[src/sv/plti_pkg.sv]
// shared types, constants and codes for the piecewise linear table interpolator
// no dependencies; imported by every module of the block except plti_ram

package plti_pkg;

  // table geometry
  localparam int MAX_POINTS = 64;
  localparam int PIDX_W     = $clog2(MAX_POINTS);

  // fixed field widths
  localparam int CNT_W  = 7;
  localparam int IDX_W  = 6;
  localparam int DATA_W = 32;
  localparam int STAT_W = 2;

  // request queue depth between front and back
  localparam int QDEPTH = 2;
  localparam int QPTR_W = $clog2(QDEPTH);
  localparam int QCNT_W = $clog2(QDEPTH + 1);

  // iteration counts of the serial multiply and divide
  localparam int PROD_W   = 2 * DATA_W + 1;
  localparam int MUL_STEPS = DATA_W;
  localparam int DIV_STEPS = PROD_W;
  localparam int MDCNT_W  = $clog2(DIV_STEPS);

  // request kinds
  localparam logic KIND_WRITE = 1'b0;
  localparam logic KIND_QUERY = 1'b1;

  // result status codes
  localparam logic [STAT_W-1:0] ST_LOW      = 2'd0;
  localparam logic [STAT_W-1:0] ST_HIGH     = 2'd1;
  localparam logic [STAT_W-1:0] ST_INTERIOR = 2'd2;
  localparam logic [STAT_W-1:0] ST_NONE     = 2'd3;

  // one classified request as it waits in the queue
  typedef struct packed {
    logic              kind;
    logic [IDX_W-1:0]  idx;
    logic [DATA_W-1:0] x;
    logic [DATA_W-1:0] y;
  } op_t;

  // front status seen by the top level
  typedef struct packed {
    logic              valid;
    logic [QCNT_W-1:0] count;
  } fe_stat_t;

  // segment operands handed to the multiply/divide unit
  typedef struct packed {
    logic [DATA_W:0]   mag;
    logic [DATA_W-1:0] dq;
    logic [DATA_W-1:0] dx;
  } md_req_t;

  typedef enum logic [2:0] {
    B_IDLE,
    B_RD0,
    B_RDL,
    B_SCAN,
    B_MD,
    B_OUT
  } back_state_e;

  typedef enum logic [1:0] {
    MD_IDLE,
    MD_MUL,
    MD_DIV
  } md_state_e;

endpackage

[src/sv/plti_front.sv]
// front end: accepts requests, classifies them and queues them for the back end
// depends on plti_pkg

module plti_front (
  input  logic                   clk_i,
  input  logic                   rst_ni,
  input  logic                   in_valid_i,
  output logic                   in_ready_o,
  input  logic                   in_kind_i,
  input  logic [103:0]           in_data_i,
  output plti_pkg::op_t          op_o,
  input  logic                   op_pop_i,
  output plti_pkg::fe_stat_t     stat_o
);
  import plti_pkg::*;

  op_t               q_mem_q [QDEPTH];
  logic [QPTR_W-1:0] wr_ptr_q, wr_ptr_d, rd_ptr_q, rd_ptr_d;
  logic [QCNT_W-1:0] cnt_q, cnt_d;
  logic              push;
  op_t               op_in;

  // classify: a query carries its abscissa in the x slot
  always_comb begin
    op_in.kind = in_kind_i;
    op_in.idx  = in_data_i[5:0];
    op_in.y    = in_data_i[69:38];
    if (in_kind_i == KIND_QUERY) begin
      op_in.x = in_data_i[101:70];
    end else begin
      op_in.x = in_data_i[37:6];
    end
  end

  assign in_ready_o = (cnt_q != QCNT_W'(QDEPTH));
  assign push       = in_valid_i && in_ready_o;

  // pointer and count update
  always_comb begin
    wr_ptr_d = wr_ptr_q;
    rd_ptr_d = rd_ptr_q;
    cnt_d    = cnt_q;
    if (push) begin
      wr_ptr_d = (wr_ptr_q == QPTR_W'(QDEPTH - 1)) ? '0 : wr_ptr_q + 1'b1;
    end
    if (op_pop_i) begin
      rd_ptr_d = (rd_ptr_q == QPTR_W'(QDEPTH - 1)) ? '0 : rd_ptr_q + 1'b1;
    end
    if (push && !op_pop_i) begin
      cnt_d = cnt_q + 1'b1;
    end else if (!push && op_pop_i) begin
      cnt_d = cnt_q - 1'b1;
    end
  end

  always_ff @(posedge clk_i or negedge rst_ni) begin
    if (!rst_ni) begin
      wr_ptr_q <= '0;
      rd_ptr_q <= '0;
      cnt_q    <= '0;
    end else begin
      wr_ptr_q <= wr_ptr_d;
      rd_ptr_q <= rd_ptr_d;
      cnt_q    <= cnt_d;
    end
  end

  // queue storage
  always_ff @(posedge clk_i) begin
    if (push) begin
      q_mem_q[wr_ptr_q] <= op_in;
    end
  end

  assign op_o         = q_mem_q[rd_ptr_q];
  assign stat_o.valid = (cnt_q != '0);
  assign stat_o.count = cnt_q;

endmodule

[config.mk]
export PLATFORM = sky130hd
export DESIGN_NAME = plti_front
export DESIGN_NICKNAME = d
export VERILOG_FILES = /design/src/sv/plti_pkg.sv /design/src/sv/plti_front.sv
export SDC_FILE = /design/constraint.sdc
export NUM_CORES = 1
export LEC_CHECK = 0
export BUFFER_PORTS_ARGS = -buffer_cell sky130_fd_sc_hd__buf_2
export CAP_MARGIN = 30
export CORE_ASPECT_RATIO = 0.5
export CORE_MARGIN = 2
export CORE_UTILIZATION = 46
export CTS_CLUSTER_SIZE = 8
export DETAILED_ROUTE_END_ITERATION = 8
export PLACE_DENSITY = 0.8
export SLEW_MARGIN = 40
export SYNTH_ARGS = -nofsm -noshare
export SYNTH_HDL_FRONTEND = slang
export SYNTH_SLANG_ARGS = --single-unit
[constraint.sdc]
create_clock -name clk_i -period 3.8 [get_ports clk_i]
set_clock_uncertainty 0.05 [all_clocks]
set_input_delay 0.38 -clock clk_i [delete_from_list [all_inputs] [get_ports clk_i]]
set_output_delay 0.38 -clock clk_i [all_outputs]
set_load 0.01 [all_outputs]
==> results of run 1 <==
[metrics by stage]
stage	setup WS, ns	hold slack (ns)	util
after floorplan	0.697	0.0344	-
after global placement	1.65	0.139	0.552
after detailed placement	1.64	0.140	0.553
after CTS	1.20	0.0926	0.603
after global routing	1.14	0.0909	0.603
final	1.22	0.103	0.603
[worst paths after layout]
path | to | slack, ns | startpoint
setup reg to reg | q_mem_q[1][17]$_DFFE_PP_ | 1.99 | cnt_q[0]$_DFFE_PN0P_
min in group asynchronous | cnt_q[1]$_DFFE_PN0P_ | 0.25 | rst_ni
max in group asynchronous | rd_ptr_q$_DFFE_PN0P_ | 3.32 | rst_ni
setup / recovery | op_o[2] | 1.22 | rd_ptr_q$_DFFE_PN0P_
hold reg to reg | cnt_q[1]$_DFFE_PN0P_ | 0.46 | cnt_q[1]$_DFFE_PN0P_
hold / removal | q_mem_q[1][3]$_DFFE_PP_ | 0.10 | in_data_i[41]
[cell families (layout without fill, tap and decap cells)]
kind of cell | Yosys count | after routing
flip-flops | 146 | 146
multiplexers | 103 | 103
buffers and inverters | 14 | 220
AND/OR/NAND/NOR | 6 | 6
XOR/XNOR | 5 | 5
adder cells (fa/ha/maj) | 1 | 1
[cell usage after synthesis (all sizes together)]
cell type    n
dfrtp        4
edfxtp     142
or2          1
and3         1
nand2        1
nand2b       1
nor2         2
xor2         3
xnor2        2
mux2       103
inv          2
ha           1
buf         12
[final cells by class]
type,instances,area (um^2),area share
flip-flops and latches,146,4370,0.566
multi-input cells,115,1530,0.198
well taps,170,213,0.0275
clock buffers,18,429,0.0556
repair buffers,187,981,0.127
inverters,2,7.51,0.000972
clock inverters,13,191,0.0248
[state kept, by name (all words and copies together), names as in the netlist]
signal and flops:
cnt_q 2, q_mem_q 142, wr_ptr_q 1, rd_ptr_q 1
[critical path, delay by kind of cell, from the launching register on]
family | cells | cell delay (ns)
flip-flops | 1 | 0.86
buffers and inverters | 2 | 0.52
multiplexers | 1 | 0.33
[layer usage]
layer / global-route usage / vias to the layer above / routed length (um)
met5: 0 / - / 0
met4: 0.0572 / 0 / 152
met3: 0.0443 / 12 / 422
met2: 0.302 / 71 / 6250
met1: 0.156 / 1573 / 4090
li1: - / 1465 / -
[power by group]
part,internal (mW),switching [mW]
Sequential,2.21,0.199
Combinational,0.946,0.811
Clock,1.15,0.606
Total,4.31,1.62
[layout by cell type, fill, tap and decap left out, types with 3 or more instances in the layout]
cell type,count
edfxtp_1,142
mux2_4,73
bufinv_16,5
buf_4,4
clkinv_1,4
xor2_1,3
buf_2,180
clkbuf_16,17
dfrtp_1,3
mux2_2,30
==> summary.md, run 1 <==
| Metric | Value |
|---|---|
| Status | finished, final reports clean |
| Syn Nets | 385 |
| Critical Path Max Stage Delay | 0.86 ns |
| R2r worst-path depth | 3 |
| Final WL | 10.9 mm |
| Crit start category | flip-flop |
| Max cap viols | 0 |
| Setup repair bufs after CTS | 0 |
| Ranking of synthesized cells by area | edfxtp_1, mux2_4, mux2_2 |
| Boundary Pins | 184 |
| Cell Pwr Density | 767 nW/um^2 |
| Initial antenna violation count | 0 |
| CP Capture Type | output port |
| Fin. Hold Viols | 0 |
| Tcrit/Tclk final | 0.678 |
| Layout area overhead | 26.8% |
| Worst Hold Class | input port to flip-flop |
| Slowest-stage cell, CP | dfrtp_4 |
| Filler cells | 967 |
| Placeable Area | 12800 um^2 |
| DIE AREA | 14200 um^2 |
| Compound-Gate Fraction of Synth Area | 0 |
| Fin cells | 651 |
| H-Tree Depth | 4 |
| Combinational family with the most area after synthesis | multiplexers |
| Port Buffers | 181 |
| Relative slew slack | 0.556 |
| First-pass GRT wire length | 16.4 mm |
| Skew-Pair Late Insertion Delay | 0.40 ns |
| Diode count | 0 |
| Layout cell share with drive strength beyond 1 | 0.663 |
| Ys Warns | 0 |
| Post-synthesis mux area share | 0.236 |
| #FFs+latches synth | 146 |
| DPL Wire Length | 7.35 mm |
| Actual slew at the worst max-slew pin | 0.666 ns |
| Clk sinks | 146 |
| CP Class | flip-flop to output port |
| Setup violators final | 0 |
| Mean post-synth cell area | 22.1 um^2 |
| Max rail drop VDD | 518 uV |
| Seq/Total Area, Yosys | 0.717 |
| Post-synth top area cell | edfxtp_1 |
| Pins Over Slew Limit | 0 |
| Nets | 579 |
| XOR/XNOR Fraction of Synth Area | 0.00719 |
| Cell area after synthesis | 6090 um^2 |
| DRT Pass-1 Iters | 4 |
| CTS buffer count | 17 |
| All-Layer GR Usage | 0.154 |
| CTS tree | done |
| Hold buffer count at CTS | 1 |
| Antenna Nets Post-Route | 0 |
| Root Buffer | clkbuf_16 |
| Synth top area share | 0.700 |
| Synthesized instance count | 275 |
| Placer congestion estimate | 0.727 |
| Clock buffer depth | 2 |
| Starting Density | 0.475 |
| Crit path cell chain | buf_4, mux2_4, buf_2 |
| Fin crit period | 2.58 ns |
| RSZ-0062 raised after global routing | false |
| Routed vias | 3121 |
| Peak fanout along the critical path | 34 |
| Vias in the first global route | 3362 |
| Worst EP arrival | 2.15 ns |
| Post-Synth Simple-Gate Area | 0.00493 |
| Vias per cell | 4.79 |
| Placed Instances | 619 |
| Post-Synth Adder-Cell Area | 0.00206 |
| Die width | 167 um |
| Iteration-0 DRC Markers | 148 |
| Worst path required time | 3.37 ns |
| Clock transition at path regs | 0.06 ns |
| Largest net degree at the start of global routing | 41 |
| Final Power | 5.93 mW |
| Peak Freq | 388 MHz |
| Leak Pwr | 3.18 nW |
| Post-cts sizing count | 0 |
| Design area | 7720 um^2 |
| Placed Area | 7090 um^2 |
| GRT overflow | 0 |
| Row count | 29 |
| DRC violations left | 0 |
| Die height | 85.4 um |
| Avg WL per Cell | 16.8 um |
| WHS Path Cells | 1 |
| Total negative slack | 0 ns |
| Synth unique cells | 15 |
Note: power is estimated with default switching activity, not from simulation.
==> inputs of run 2 (changes only) <==
CORE_UTILIZATION = 50   (was 46)
PLACE_DENSITY = 0.83   (was 0.8)
clock period = 2.69 ns   (was 3.8 ns; I/O delays follow)
==> summary.md, run 2 (synthesis gave the netlist of run 1 again) <==
| Metric | Value |
|---|---|
| Critical Path Max Stage Delay | 0.64 ns (was 0.86 ns) |
| Status | finished, final reports clean (unchanged) |
| R2R Path End | q_mem_q[1][7]$_DFFE_PP_ (was q_mem_q[1][17]$_DFFE_PP_) |
| RSZ-0062 raised after global routing | false (unchanged) |
| R2r worst-path depth | 3 (unchanged) |
| Worst Hold Class | input port to flip-flop (unchanged) |
| Setup violators final | 0 (unchanged) |
| Initial antenna violation count | 0 (unchanged) |
| Vias in the first global route | 3362 (unchanged) |
| Relative slew slack | 0.637 (was 0.556) |
| Worst hold endpoint | q_mem_q[1][16]$_DFFE_PP_ (was q_mem_q[1][3]$_DFFE_PP_) |
| DIE AREA | 13100 um^2 (was 14200 um^2) |
| Skew-Pair Late Insertion Delay | 0.39 ns (was 0.40 ns) |
| Port Buffers | 181 (unchanged) |
| Final Power | 8.35 mW (was 5.93 mW) |
| CTS tree | done (unchanged) |
| Avg WL per Cell | 16.6 um (was 16.8 um) |
| Fin crit period | 2.23 ns |
| Starting Density | 0.514 (was 0.475) |
| Row count | 28 (was 29) |
| Clock transition at path regs | 0.06 ns (about the same) |
| DRC violations left | 0 (unchanged) |
| Peak fanout along the critical path | 18 (was 34) |
| Largest net degree at the start of global routing | 40 (was 41) |
| Worst Path Buf+Inv | 2 (unchanged) |
| Biggest regs | q_mem_q: 142 flops, cnt_q: 2 flops (unchanged) |
| CTS buffer count | 17 (unchanged) |
| Max rail drop VDD | 870 uV (was 518 uV) |
| Worst EP arrival | 1.91 ns (was 2.15 ns) |
| DPL Wire Length | 7.24 mm (was 7.35 mm) |
| Final WL | 11.2 mm (was 10.9 mm) |
| Filler cells | 857 (was 967) |
| Core Util, Final | 0.673 (was 0.603) |
| Placer congestion estimate | 0.723 (was 0.727) |
| Worst reg2reg startpoint | cnt_q[0]$_DFFE_PN0P_ (unchanged) |
| Crit path cell chain | buf_4, mux2_4, buf_2 (unchanged) |
| Most flops, register | q_mem_q (unchanged) |
| Max reg flops | 142 (unchanged) |
| Crit start category | flip-flop (unchanged) |
| Hold_sp | in_data_i[54] (was in_data_i[41]) |
| Iteration-0 DRC Markers | 154 (was 148) |
| Peak Freq | 448 MHz |
| GRT overflow | 0 (unchanged) |
| Clock buffer depth | 2 (unchanged) |
| Most frequent cells in the layout | buf_2, edfxtp_1, mux2_4, mux2_2, dlygate4sd3_1 (was buf_2, edfxtp_1, mux2_4, mux2_2, clkbuf_16) |
| Placeable Area | 11800 um^2 (was 12800 um^2) |
| Clk sinks | 146 (unchanged) |
| Worst path required time | 2.37 ns (was 3.37 ns) |
| Tcrit/Tclk final | 0.830 |
| Vias per cell | 4.74 (was 4.79) |
| Nets | 605 (was 579) |
| First-pass GRT wire length | 16.2 mm (was 16.4 mm) |
| Slowest-stage cell, CP | dfrtp_4 (unchanged) |
| WHS Path Cells | 1 (unchanged) |
| Root Buffer | clkbuf_16 (unchanged) |
| Pins Over Slew Limit | 0 (unchanged) |
| Leak Pwr | 3.29 nW (was 3.18 nW) |
| Critical path's top delay family | flip-flops (unchanged) |
| Total negative slack | 0 ns (unchanged) |
| Pre-CTS setup slack | 0.846 ns (was 1.64 ns) |
| Antenna Nets Post-Route | 0 (unchanged) |
| Die width | 160 um (was 167 um) |
| DRT Pass-1 Iters | 4 (unchanged) |
| Boundary Pins | 184 (unchanged) |
| Layout area overhead | 30.9% (was 26.8%) |
| Actual slew at the worst max-slew pin | 0.544 ns (was 0.666 ns) |
| Cell Pwr Density | 1050 nW/um^2 (was 767 nW/um^2) |
| Die height | 82.0 um (was 85.4 um) |
| Commonest non-fill, non-tap cell in the layout | buf_2 (unchanged) |
| CP Class | flip-flop to output port (unchanged) |
| Flop-to-flop setup slack | 0.88 ns (was 1.99 ns) |
| Fin Hold WS | 0.0154 ns (was 0.103 ns) |
| H-Tree Depth | 4 (unchanged) |
| Post-cts sizing count | 0 (unchanged) |
| Worst Slack Setup Final | 0.458 ns (was 1.22 ns) |
| Diode count | 0 (unchanged) |
| All-Layer GR Usage | 0.165 (was 0.154) |
| Layout cell share with drive strength beyond 1 | 0.638 (was 0.663) |
| CP Capture Type | output port (unchanged) |
| Fin. Hold Viols | 0 (unchanged) |
| Max cap viols | 0 (unchanged) |
| Routed vias | 3187 (was 3121) |
[run 2: changes by cell type in the layout (fill, tap and decap cells not counted)]
cell           change
dlygate4sd3_1     +26
clkinv_4           +1
clkinv_1           -3
clkinvlp_4         +3
clkinv_2           +2
clkbuf_1           -1
bufinv_16          -1
[run 2: cell type report]
| class | instances | area [um^2] | area share |
|---|---|---|---|
| multi-input cells | 115 | 1530 | 0.192 |
| inverters | 2 | 7.51 | 0.000942 |
| flip-flops and latches | 146 | 4370 | 0.548 |
| clock buffers | 17 | 425 | 0.0534 |
| well taps | 165 | 206 | 0.0259 |
| repair buffers | 213 | 1240 | 0.156 |
| clock inverters | 15 | 191 | 0.0240 |
[run 2: worst max-delay path by stage]
stage | endpoint | slack (ns) | start | depth (start not counted)
final | op_o[6] | 0.46 | rd_ptr_q$_DFFE_PN0P_ | 3
after global placement | op_o[6] | 0.85 | rd_ptr_q$_DFFE_PN0P_ | 3
after detailed placement | q_mem_q[1][3]$_DFFE_PP_ | 0.85 | cnt_q[0]$_DFFE_PN0P_ | 3
after CTS | op_o[37] | 0.42 | rd_ptr_q$_DFFE_PN0P_ | 3
after floorplan | q_mem_q[0][0]$_DFFE_PP_ | 0.37 | cnt_q[0]$_DFFE_PN0P_ | 3
after global routing | op_o[25] | 0.36 | rd_ptr_q$_DFFE_PN0P_ | 3
[run 2: repair_timing]
action,CTS,global route
endpoints found under the hold margin,33,20
endpoints found under the setup margin,0,0
setup buffers,0,0
hold buffers,16,11
[run 2: per-layer routing]
layer / share of wire / GRT usage / vias up
met2: 0.57 / 0.320 / 81
met1: 0.39 / 0.179 / 1580
met3: 0.030 / 0.0379 / 8
li1: - / - / 1518
met5: 0 / 0 / -
met4: 0.0096 / 0.0694 / 0
[run 2: metrics by stage]
| step | instance area [um^2] | instances |
|---|---|---|
| after floorplan | 6100 | 275 |
| after global placement | 7080 | 614 |
| after detailed placement | 7080 | 614 |
| after CTS | 7860 | 662 |
| after global routing | 7970 | 673 |
| final | 7970 | 673 |
[run 2: report_power, final]
part           switching, mW  leakage (nW)  internal (mW)
registers              0.217          1.36           3.13
clock network          0.877         0.292           1.54
logic                   1.23          1.63           1.36
